--- config.mk ---
export PLATFORM = sky130hd
export DESIGN_NAME = pcm_linear_resampler_top
export DESIGN_NICKNAME = d
export VERILOG_FILES = /design/src/hw/rtl/pcmlr_pkg.sv /design/src/hw/rtl/pcm_linear_resampler_top.sv
export SDC_FILE = /design/constraint.sdc
export NUM_CORES = 1
export LEC_CHECK = 0
export BUFFER_PORTS_ARGS = -buffer_cell sky130_fd_sc_hd__clkbuf_2
export CORE_AREA = 10 10 210 212
export DETAILED_ROUTE_END_ITERATION = 7
export DIE_AREA = 0 0 220 222
export PLACE_DENSITY = 0.63
export SLEW_MARGIN = 15
export SYNTH_ARGS = -nofsm -noshare
export SYNTH_HDL_FRONTEND = slang
export SYNTH_SLANG_ARGS = --single-unit
export TNS_END_PERCENT = 1
--- constraint.sdc ---
create_clock -name clk -period 14.2 [get_ports clk]
set_input_delay 1.42 -clock clk [delete_from_list [all_inputs] [get_ports clk]]
set_output_delay 1.42 -clock clk [all_outputs]
set_load 0.01 [all_outputs]
--- src/hw/rtl/pcmlr_pkg.sv ---
package pcmlr_pkg;

	typedef logic signed [15:0] sample_t;

	localparam int SampleW    = 16;
	localparam int LengthW    = 16;
	localparam int StepW      = 21;
	localparam int PerKindMax = 16;
	localparam int KindCntW   = 5;
	localparam int CfgIndexW  = 1;

	localparam logic [StepW-1:0]     StepReset      = 21'd65536;
	localparam logic [CfgIndexW-1:0] RegPhaseStep   = 1'd0;
	localparam logic [CfgIndexW-1:0] RegByteSamples = 1'd1;

	function automatic sample_t normalize(input logic [SampleW-1:0] raw, input logic byte_mode);
		sample_t res;
		if (byte_mode) begin
			res = sample_t'({~raw[7], raw[6:0], 8'h00});
		end else begin
			res = sample_t'(raw);
		end
		return res;
	endfunction

endpackage

--- src/hw/rtl/pcm_linear_resampler_top.sv ---
// Linear interpolation sample rate converter for mono PCM audio.
// Input words arrive on s_tvalid/s_tready/s_tdata, one sample per word together
// with the length of the block that the sample belongs to. Result words leave on
// m_tvalid/m_tready/m_tdata, with m_tlast high on the final result of a block.
// Configuration words on cfg_valid/cfg_ready/cfg_index/cfg_data set the phase step
// (index 0, unsigned fixed point with FRACTION_BITS fraction bits) and the sample
// format (index 1, 0 for 16-bit signed and 1 for 8-bit offset binary). They are to be
// written only while the block is idle; the block does not enforce this and cfg_ready
// is always high. One input word produces up to 32 result words, and every result
// goes twice through the single position adder and compare unit. The block takes
// no input word while one is being worked on. After an input word is accepted, the
// first result is prepared in S_INT and S_MUL (or S_REP and S_REPE) and registered.
// A finished result waits in the output register while the next one is prepared,
// so a stalled receiver holds the sequencer only once that register is full.
// Reset clears the sample history, the position and the input count, and loads
// the default step of one input per output and 16-bit samples.
module pcm_linear_resampler_top
	import pcmlr_pkg::*;
#(
	parameter int FRACTION_BITS = 16
) (
	input  logic                 clk,
	input  logic                 arst_n,
	input  logic                 s_tvalid,
	output logic                 s_tready,
	input  logic [31:0]          s_tdata,   // raw_sample [15:0], block_length [31:16]
	output logic                 m_tvalid,
	input  logic                 m_tready,
	output logic [15:0]          m_tdata,   // sample_out [15:0]
	output logic                 m_tlast,
	input  logic                 cfg_valid,
	output logic                 cfg_ready,
	input  logic [CfgIndexW-1:0] cfg_index,
	input  logic [StepW-1:0]     cfg_data
);

	localparam int FB     = FRACTION_BITS;
	localparam int PosW   = (FB + 17 > 34) ? FB + 17 : 34;
	localparam int SumW   = PosW + 1;
	localparam int IntW   = PosW - FB;
	localparam int ProdW  = FB + 18;
	localparam logic [StepW-1:0] StepMin = StepW'(1) << (FB - 4);
	localparam logic [PosW-1:0]  PosKeep = PosW'({34{1'b1}});

	localparam logic [2:0] S_IDLE = 3'd0;
	localparam logic [2:0] S_INT  = 3'd1;
	localparam logic [2:0] S_MUL  = 3'd2;
	localparam logic [2:0] S_REP  = 3'd3;
	localparam logic [2:0] S_REPE = 3'd4;
	localparam logic [2:0] S_DONE = 3'd5;

	logic [2:0]          state_q;
	logic [StepW-1:0]    phase_step_q;
	logic                byte_samples_q;
	sample_t             prev_q;
	sample_t             cur_q;
	logic [LengthW-1:0]  len_q;
	logic [LengthW-1:0]  count_q;
	logic                last_q;
	logic [KindCntW-1:0] k_q;
	logic [PosW-1:0]     pos_q;
	logic signed [ProdW-1:0] prod_s1;
	logic [15:0]         out_data_q;
	logic                out_last_q;
	logic                out_valid_q;

	logic [StepW-1:0]    step_eff;
	logic [SumW-1:0]     pos_sum;
	logic [SumW-1:0]     limit;
	logic                fits;
	logic                behind;
	logic                out_free;
	logic                out_load;
	logic [LengthW-1:0]  in_len;
	logic [LengthW-1:0]  in_len_eff;
	logic signed [16:0]  diff;
	logic signed [FB:0]  frac_s;
	logic signed [ProdW-1:0] prod_w;
	logic signed [ProdW-1:0] shifted;
	logic signed [17:0]  interp;
	logic                k_open;

	assign s_tready  = (state_q == S_IDLE);
	assign cfg_ready = 1'b1;
	assign m_tvalid  = out_valid_q;
	assign m_tdata   = out_data_q;
	assign m_tlast   = out_last_q;

	assign in_len     = s_tdata[31:16];
	assign in_len_eff = (in_len == '0) ? LengthW'(1) : in_len;
	assign step_eff   = (phase_step_q < StepMin) ? StepMin : phase_step_q;
	assign pos_sum    = {1'b0, pos_q} + SumW'(step_eff);
	assign limit      = SumW'({len_q, {FB{1'b0}}});
	assign fits       = (pos_sum <= limit);
	assign behind     = (pos_q[PosW-1:FB] < IntW'(count_q));
	assign out_free   = !out_valid_q || m_tready;
	assign out_load   = ((state_q == S_MUL) || (state_q == S_REPE)) && out_free;
	assign k_open     = (k_q < KindCntW'(PerKindMax));

	assign diff    = {cur_q[15], cur_q} - {prev_q[15], prev_q};
	assign frac_s  = $signed({1'b0, pos_q[FB-1:0]});
	assign prod_w  = ProdW'(frac_s) * ProdW'(diff);
	assign shifted = prod_s1 >>> FB;
	assign interp  = {{2{prev_q[15]}}, prev_q} + shifted[17:0];

	always_ff @(posedge clk or negedge arst_n) begin
		if (!arst_n) begin
			phase_step_q   <= StepReset;
			byte_samples_q <= 1'b0;
		end else if (cfg_valid && cfg_ready) begin
			unique case (cfg_index)
				RegPhaseStep:   phase_step_q   <= cfg_data;
				RegByteSamples: byte_samples_q <= cfg_data[0];
				default: ;
			endcase
		end
	end

	always_ff @(posedge clk or negedge arst_n) begin
		if (!arst_n) begin
			state_q     <= S_IDLE;
			prev_q      <= '0;
			count_q     <= '0;
			pos_q       <= '0;
			k_q         <= '0;
			last_q      <= 1'b0;
			out_valid_q <= 1'b0;
		end else begin
			if (out_load) begin
				out_valid_q <= 1'b1;
			end else if (m_tready) begin
				out_valid_q <= 1'b0;
			end
			unique case (state_q)
				S_IDLE: begin
					if (s_tvalid) begin
						cur_q  <= normalize(s_tdata[15:0], byte_samples_q);
						len_q  <= in_len_eff;
						last_q <= (count_q >= in_len_eff - LengthW'(1));
						k_q    <= '0;
						if (count_q != '0) begin
							state_q <= S_INT;
						end else if (count_q >= in_len_eff - LengthW'(1)) begin
							state_q <= S_REP;
						end else begin
							state_q <= S_DONE;
						end
					end
				end
				S_INT: begin
					if (k_open && behind && fits) begin
						prod_s1 <= prod_w;
						pos_q   <= pos_sum[PosW-1:0];
						k_q     <= k_q + KindCntW'(1);
						state_q <= S_MUL;
					end else begin
						k_q     <= '0;
						state_q <= last_q ? S_REP : S_DONE;
					end
				end
				S_MUL: begin
					if (out_free) begin
						out_data_q  <= interp[15:0];
						out_last_q  <= last_q && !fits;
						state_q     <= S_INT;
					end
				end
				S_REP: begin
					if (k_open && fits) begin
						pos_q   <= pos_sum[PosW-1:0];
						k_q     <= k_q + KindCntW'(1);
						state_q <= S_REPE;
					end else begin
						state_q <= S_DONE;
					end
				end
				S_REPE: begin
					if (out_free) begin
						out_data_q  <= cur_q;
						out_last_q  <= !fits || !k_open;
						state_q     <= S_REP;
					end
				end
				S_DONE: begin
					if (last_q) begin
						count_q <= '0;
						pos_q   <= '0;
					end else begin
						count_q <= count_q + LengthW'(1);
						pos_q   <= pos_q & PosKeep;
					end
					prev_q  <= cur_q;
					state_q <= S_IDLE;
				end
				default: state_q <= S_IDLE;
			endcase
		end
	end

	a_busy_after_accept: assert property (@(posedge clk) disable iff (!arst_n)
		s_tvalid && s_tready |=> !s_tready)
		else $error("input accepted while the previous word was still in progress");

	a_kind_bound: assert property (@(posedge clk) disable iff (!arst_n)
		k_q <= KindCntW'(PerKindMax))
		else $error("more than the allowed number of results of one kind");

	a_block_restart: assert property (@(posedge clk) disable iff (!arst_n)
		(state_q == S_DONE) && last_q |=> (pos_q == '0) && (count_q == '0))
		else $error("position or count not cleared at the end of a block");

	a_no_overwrite: assert property (@(posedge clk) disable iff (!arst_n)
		((state_q == S_MUL) || (state_q == S_REPE)) && !out_free |=>
		$stable(out_data_q) && (state_q == $past(state_q)))
		else $error("pending result overwritten while the receiver stalls");

endmodule

; ---- After elaboration in Yosys (flattened, before gate mapping)
; Cells that the tools add are included.
[word_totals]
regBits = 179
inputBits = 59
wordCells = 96
[classes]
add_sub_neg = 6
multipliers = 1
n_lt_le_gt_ge = 5
eq_ne = 11
muxes = 29
bitwise_logic = 2
n_reduce_logical = 27
[ops]
columns = op, count
row1 = 2-to-1 mux 34 bit, 3
row2 = one-hot mux 34 bit (3 select lines), 1
row3 = 2-to-1 mux 16 bit, 5
row4 = adder 34 x 21 -> 35 bit, 1
row5 = <= comparator 35 x 32 -> 1 bit, 1
row6 = multiplier 17 x 17 -> 32 bit, 1
row7 = one-hot mux 16 bit (2 select lines), 1
row8 = "< comparator 21 x 13 -> 1 bit, second input constant", 1
row9 = 2-to-1 mux 21 bit, 1
row10 = 2-to-1 mux 3 bit, 7
row11 = < comparator 18 x 16 -> 1 bit, 1
row12 = subtractor 16 x 16 -> 17 bit, 1
row13 = "adder 16 x 1 -> 16 bit, second input constant", 1
row14 = adder 16 bit, 1
row15 = >= comparator 16 bit, 1
row16 = logical NOT 16 bit, 1
row17 = nonzero test 16 bit, 1
row18 = "subtractor 16 x 1 -> 16 bit, second input constant", 1
row19 = 2-to-1 mux 5 bit, 3
row20 = one-hot mux 3 bit (5 select lines), 1
row21 = one-hot mux 5 bit (3 select lines), 1
row22 = "inequality test 2 bit, second input constant", 6
row23 = AND reduction 3 bit, 4
row24 = AND reduction 4 bit, 2
row25 = 15 further kinds, 34

; ---- Depth between registers and ports, before layout
[logic_depth]
depth_word = 8
mapped_depth = 35
ltp_nobuf = 34

; ---- Least setup slack after synthesis
; OpenSTA, ideal clock, no wires.
[synth_path]
path_type = reg-to-reg
start = register prev_q[0]
end = register prod_s1[24] (data pin)
setup_ns = 0.260
t_arrival_ns = 7.921
required_ns = 13.940
slack_ns = 6.020
path_stages_with_launch = 32
synth_period_minus_slack_ns = 8.180
path_cell_list = dfrtp_1 > ha_1 > fa_1 > nor2b_1 > o21ai_0 > a21boi_0 > o41a_1 > a41oi_1 > a221oi_1 > a21o_1 > a21oi_1 > xnor2_1 > clkbuf_1 > nand2_1 > fa_1 > fa_1 > inv_1 > fa_1 > fa_1 > fa_1 > inv_1 > fa_1 > inv_1 > ha_1 > nor4_1 > a21oi_1 > nand2_1 > o21ai_0 > or2_2 > a21o_1 > a21oi_1 > xnor2_1
[synth_between]
elab_chain_cells = 2
[synth_lines]
columns = item, line
row1 = start: declaration, pcm_linear_resampler_top.sv:55  ; sample_t prev_q;
row2 = start signal: assignment, pcm_linear_resampler_top.sv:192  ; prev_q <= cur_q;
row3 = subtractor 16 x 16 -> 17 bit, pcm_linear_resampler_top.sv:100  ; assign diff = {cur_q[15], cur_q} - {prev_q[15], prev_q};
row4 = multiplier 17 x 17 -> 32 bit, pcm_linear_resampler_top.sv:102  ; assign prod_w = ProdW'(frac_s) * ProdW'(diff);
row5 = via prod_w[24], pcm_linear_resampler_top.sv:78  ; logic signed [ProdW-1:0] prod_w;
row6 = end signal: assignment, pcm_linear_resampler_top.sv:152  ; prod_s1 <= prod_w;
row7 = end: declaration, pcm_linear_resampler_top.sv:62  ; logic signed [ProdW-1:0] prod_s1;
; The timed path passes the listed nets, and every way through them passes these cells.
; A chain may end at the register's enable or synchronous reset.

; ---- Final worst setup path
; Ends and elaborated chain as after synthesis.

==> results_dict.tcl <==
set metrics [dict create \
    status "finished, final reports clean" \
    drc 0 \
    finalCriticalPeriod_ns 9.213 \
    cap_violations 0 \
    insertion_delay_ns 0.45 \
    cp_top_family "adder cells" \
    vias 14730 \
    finish.instance_area_sq_um 21100 \
    crit_path_start "prev_q[0]$_DFFE_PN0P_" \
    antenna_found_initial 0 \
    avgSynthCellArea_sq_um 9.306 \
    routed_wl_um 49190 \
    die_w_um 220 \
    rsz0062_at_grt "no" \
    holdCritPathClass "reg -> reg" \
    fin_crit_sh_pct 64.88 \
    start_kind "flop" \
    worstRegToRegCells 30 \
    synth_area_sq_um 19640 \
    clk_pin_slew_ns 0.07 \
    crit_path_end_kind "flop" \
    crit_cells 30 \
    grt_pass1_wl_um 81710 \
    dr.pass1.iters 5 \
    yosysTopAreaCellShare_pct 21.51 \
    cts_root_buf "clkbuf_16" \
    fin_setup_tns_ns 0 \
    synth_ff_type "dfrtp_1" \
    numCtsBuffers 17 \
    worstSetupPathType "reg -> reg" \
    dr.first_iter.drc_count 1003 \
    slowest_delay_ns 0.67 \
    endpoint "prod_s1[24]$_DFFE_PP_" \
    post_cts_resized 0 \
    setup_viol 0 \
    yosysTopAreaCell "fa_1" \
    initial_core_util_pct 49.53 \
    synth_edf_count 65 \
    multi_input_area_sq_um 13580 \
    skew_ns 0.01166 \
    ioPinCount 79 \
    cts.sinks 163 \
    slew_viol_final 0 \
    slowest_stage "xnor2_2" \
    ys_warn_count 0 \
    worst_slew_pin_slew_ns 1.163 \
    regArea_sq_um 4405 \
    synth-seq-cells 163 \
    synth_compound_area_share_pct 10.37 \
    viasPerCell 5.511 \
    post_dp_cell_area_sq_um 20510 \
    rrSetupSlack_ns 4.99 \
    cp_max_fo 16 \
    hold_buffers 0 \
    synth_area_leaders "fa_1 (22%), ha_1 (14%), dfrtp_1 (12%), edfxtp_1 (9.9%), inv_1 (6.5%)" \
    hold_viol 0 \
    cp.required_ns 14.39 \
    reg2reg_to "prod_s1[24]$_DFFE_PP_" \
    dp_hpwl_um 38780 \
    crit_buf_inv 3 \
    clock.fmax_mhz 108.5 \
    rows 73 \
    synth_fa_ha_area_share_pct 35.28 \
    htree_num_levels 4 \
    syn_nets 2596 \
    grt_pass1_vias 15290 \
    async_flop_share_pct 60.12 \
    clock_path_buffers 2 \
    final_net_count 2621 \
    synthMostInstantiatedCell "inv_1" \
    io_buffers 77 \
    cts_setup_buffers 0 \
    post-route-util_pct 53.23 \
    fin_hold_ws_ns 0.4980 \
    yosysSeqAreaShare_pct 22.44 \
    track_usage_pct 20.79 \
    core_sq_um 39640 \
    r2r_start "prev_q[0]$_DFFE_PN0P_" \
    die_area_sq_um 48840 \
    overflow 0 \
    n_fill_cell 3679 \
    synth_xor_area_share_pct 3.613 \
    synth_common_cells "inv_1 (338), nand2_1 (231), ha_1 (216), fa_1 (211), dfrtp_1 (97)" \
    num_antenna_cells 0 \
    hold_depth 1 \
    relSlewSlack_pct 22.21 \
    synth_cell_type_count 76 \
    cp_common_cell "fa_1" \
    ant_nets 0 \
    cts_tree "yes" \
    cp_data_arrival_time_ns 9.40 \
    synth_top_family_by_area "adder cells" \
    layout-drive-gt1-share_pct 9.870 \
    synthMuxAreaShare_pct 3.193 \
    area_growth_pct 7.462 \
    avgRoutedWirePerCell_um 18.40 \
    grt_max_degree 73 \
    gp_congestion 0.8550 \
    syn_inst 2110 \
    die_y_um 222 \
    synth-simple-area-share_pct 16.59 \
]
placed cells by master, fill, tap and decap left out, types with 12 or more instances in the layout:
cell type    n
nand3_1     32
nor3_1      43
nor2b_1     50
and2_1      87
buf_4       29
fa_1       211
inv_1      338
xor2_1      25
xnor2_1     54
edfxtp_1    65
o21ai_0     61
a21o_1      28
mux2i_1     12
ha_1       216
a21oi_1     72
clkbuf_2    76
o21a_1      15
clkbuf_16   17
nand4_1     15
or2_2       12
nand2_1    231
nor2_1      90
dfrtp_1     97
nor4_1      12
mux2_2      45
nand2b_1    16
and3_1      17
a22o_1      18
worst register-to-register path: cells and delay by family (launching register included):
kind                     cells  cell delay (ns)
AND/OR/NAND/NOR              5             1.21
flip-flops                   1             0.41
buffers and inverters        3             0.15
AO/OA/AOI/OAI               11             2.29
XOR/XNOR                     2             0.75
adder cells (fa/ha/maj)      9             4.14
stage by stage:
step,instances,setup WS [ns]
finish,2673,4.987
global route,2673,4.384
CTS,2673,4.958
detailed placement,2641,4.995
global placement,2641,4.817
floorplan,2110,6.020
flip-flops by register name, summed over array words and instances, names as in the netlist:
signal,cells
byte_samples_q,1
k_q,5
count_q,16
prod_s1,16
last_q,1
phase_step_q,21
state_q,3
cur_q,16
pos_q,34
m_tvalid,1
m_tlast,1
m_tdata,16
len_q,16
prev_q,16
cells by family (layout without fill, tap and decap cells):
family,count (synthesis),after routing
buffers and inverters,437,475
and+or+nand+nor,651,651
adders and majority gates,427,427
xor gates and xnor gates,81,81
AOI/OAI and AO/OA,293,293
other,1,1
DFF,163,163
muxes,57,57
final cells by class:
class | count | area share [%]
clock inverters | 13 | 0.7116
inverters | 338 | 6.013
multi-input cells | 1510 | 64.35
well taps | 525 | 3.113
flip-flops and latches | 163 | 20.88
repair buffers | 105 | 2.834
clock buffers | 19 | 2.099
routing by layer:
layer  part of all wire, %  global-route usage [%]  vias up
met5                     0                       0        -
met3                   4.4                   3.233       56
met4                   1.8                   4.447        0
li1                      -                       -     6973
met1                    45                   27.93     7368
met2                    49                   34.54      334
worst min path at each step:
stage                                  from                      endpoint  slack [ns]
6_report        phase_step_q[7]$_DFFE_PN0P_   phase_step_q[7]$_DFFE_PN0P_        0.50
5_1_grt        phase_step_q[11]$_DFFE_PN0P_  phase_step_q[11]$_DFFE_PN0P_        0.52
4_1_cts         phase_step_q[7]$_DFFE_PN0P_   phase_step_q[7]$_DFFE_PN0P_        0.50
3_5_place_dp    phase_step_q[7]$_DFFE_PN0P_   phase_step_q[7]$_DFFE_PN0P_        0.49
3_3_place_gp    phase_step_q[7]$_DFFE_PN0P_   phase_step_q[7]$_DFFE_PN0P_        0.48
2_1_floorplan   phase_step_q[0]$_DFFE_PN0P_   phase_step_q[0]$_DFFE_PN0P_        0.47
Power is left out: the tool's default activity adds up to more than one toggle a clock period on the data nets, which glitch-free logic cannot reach.
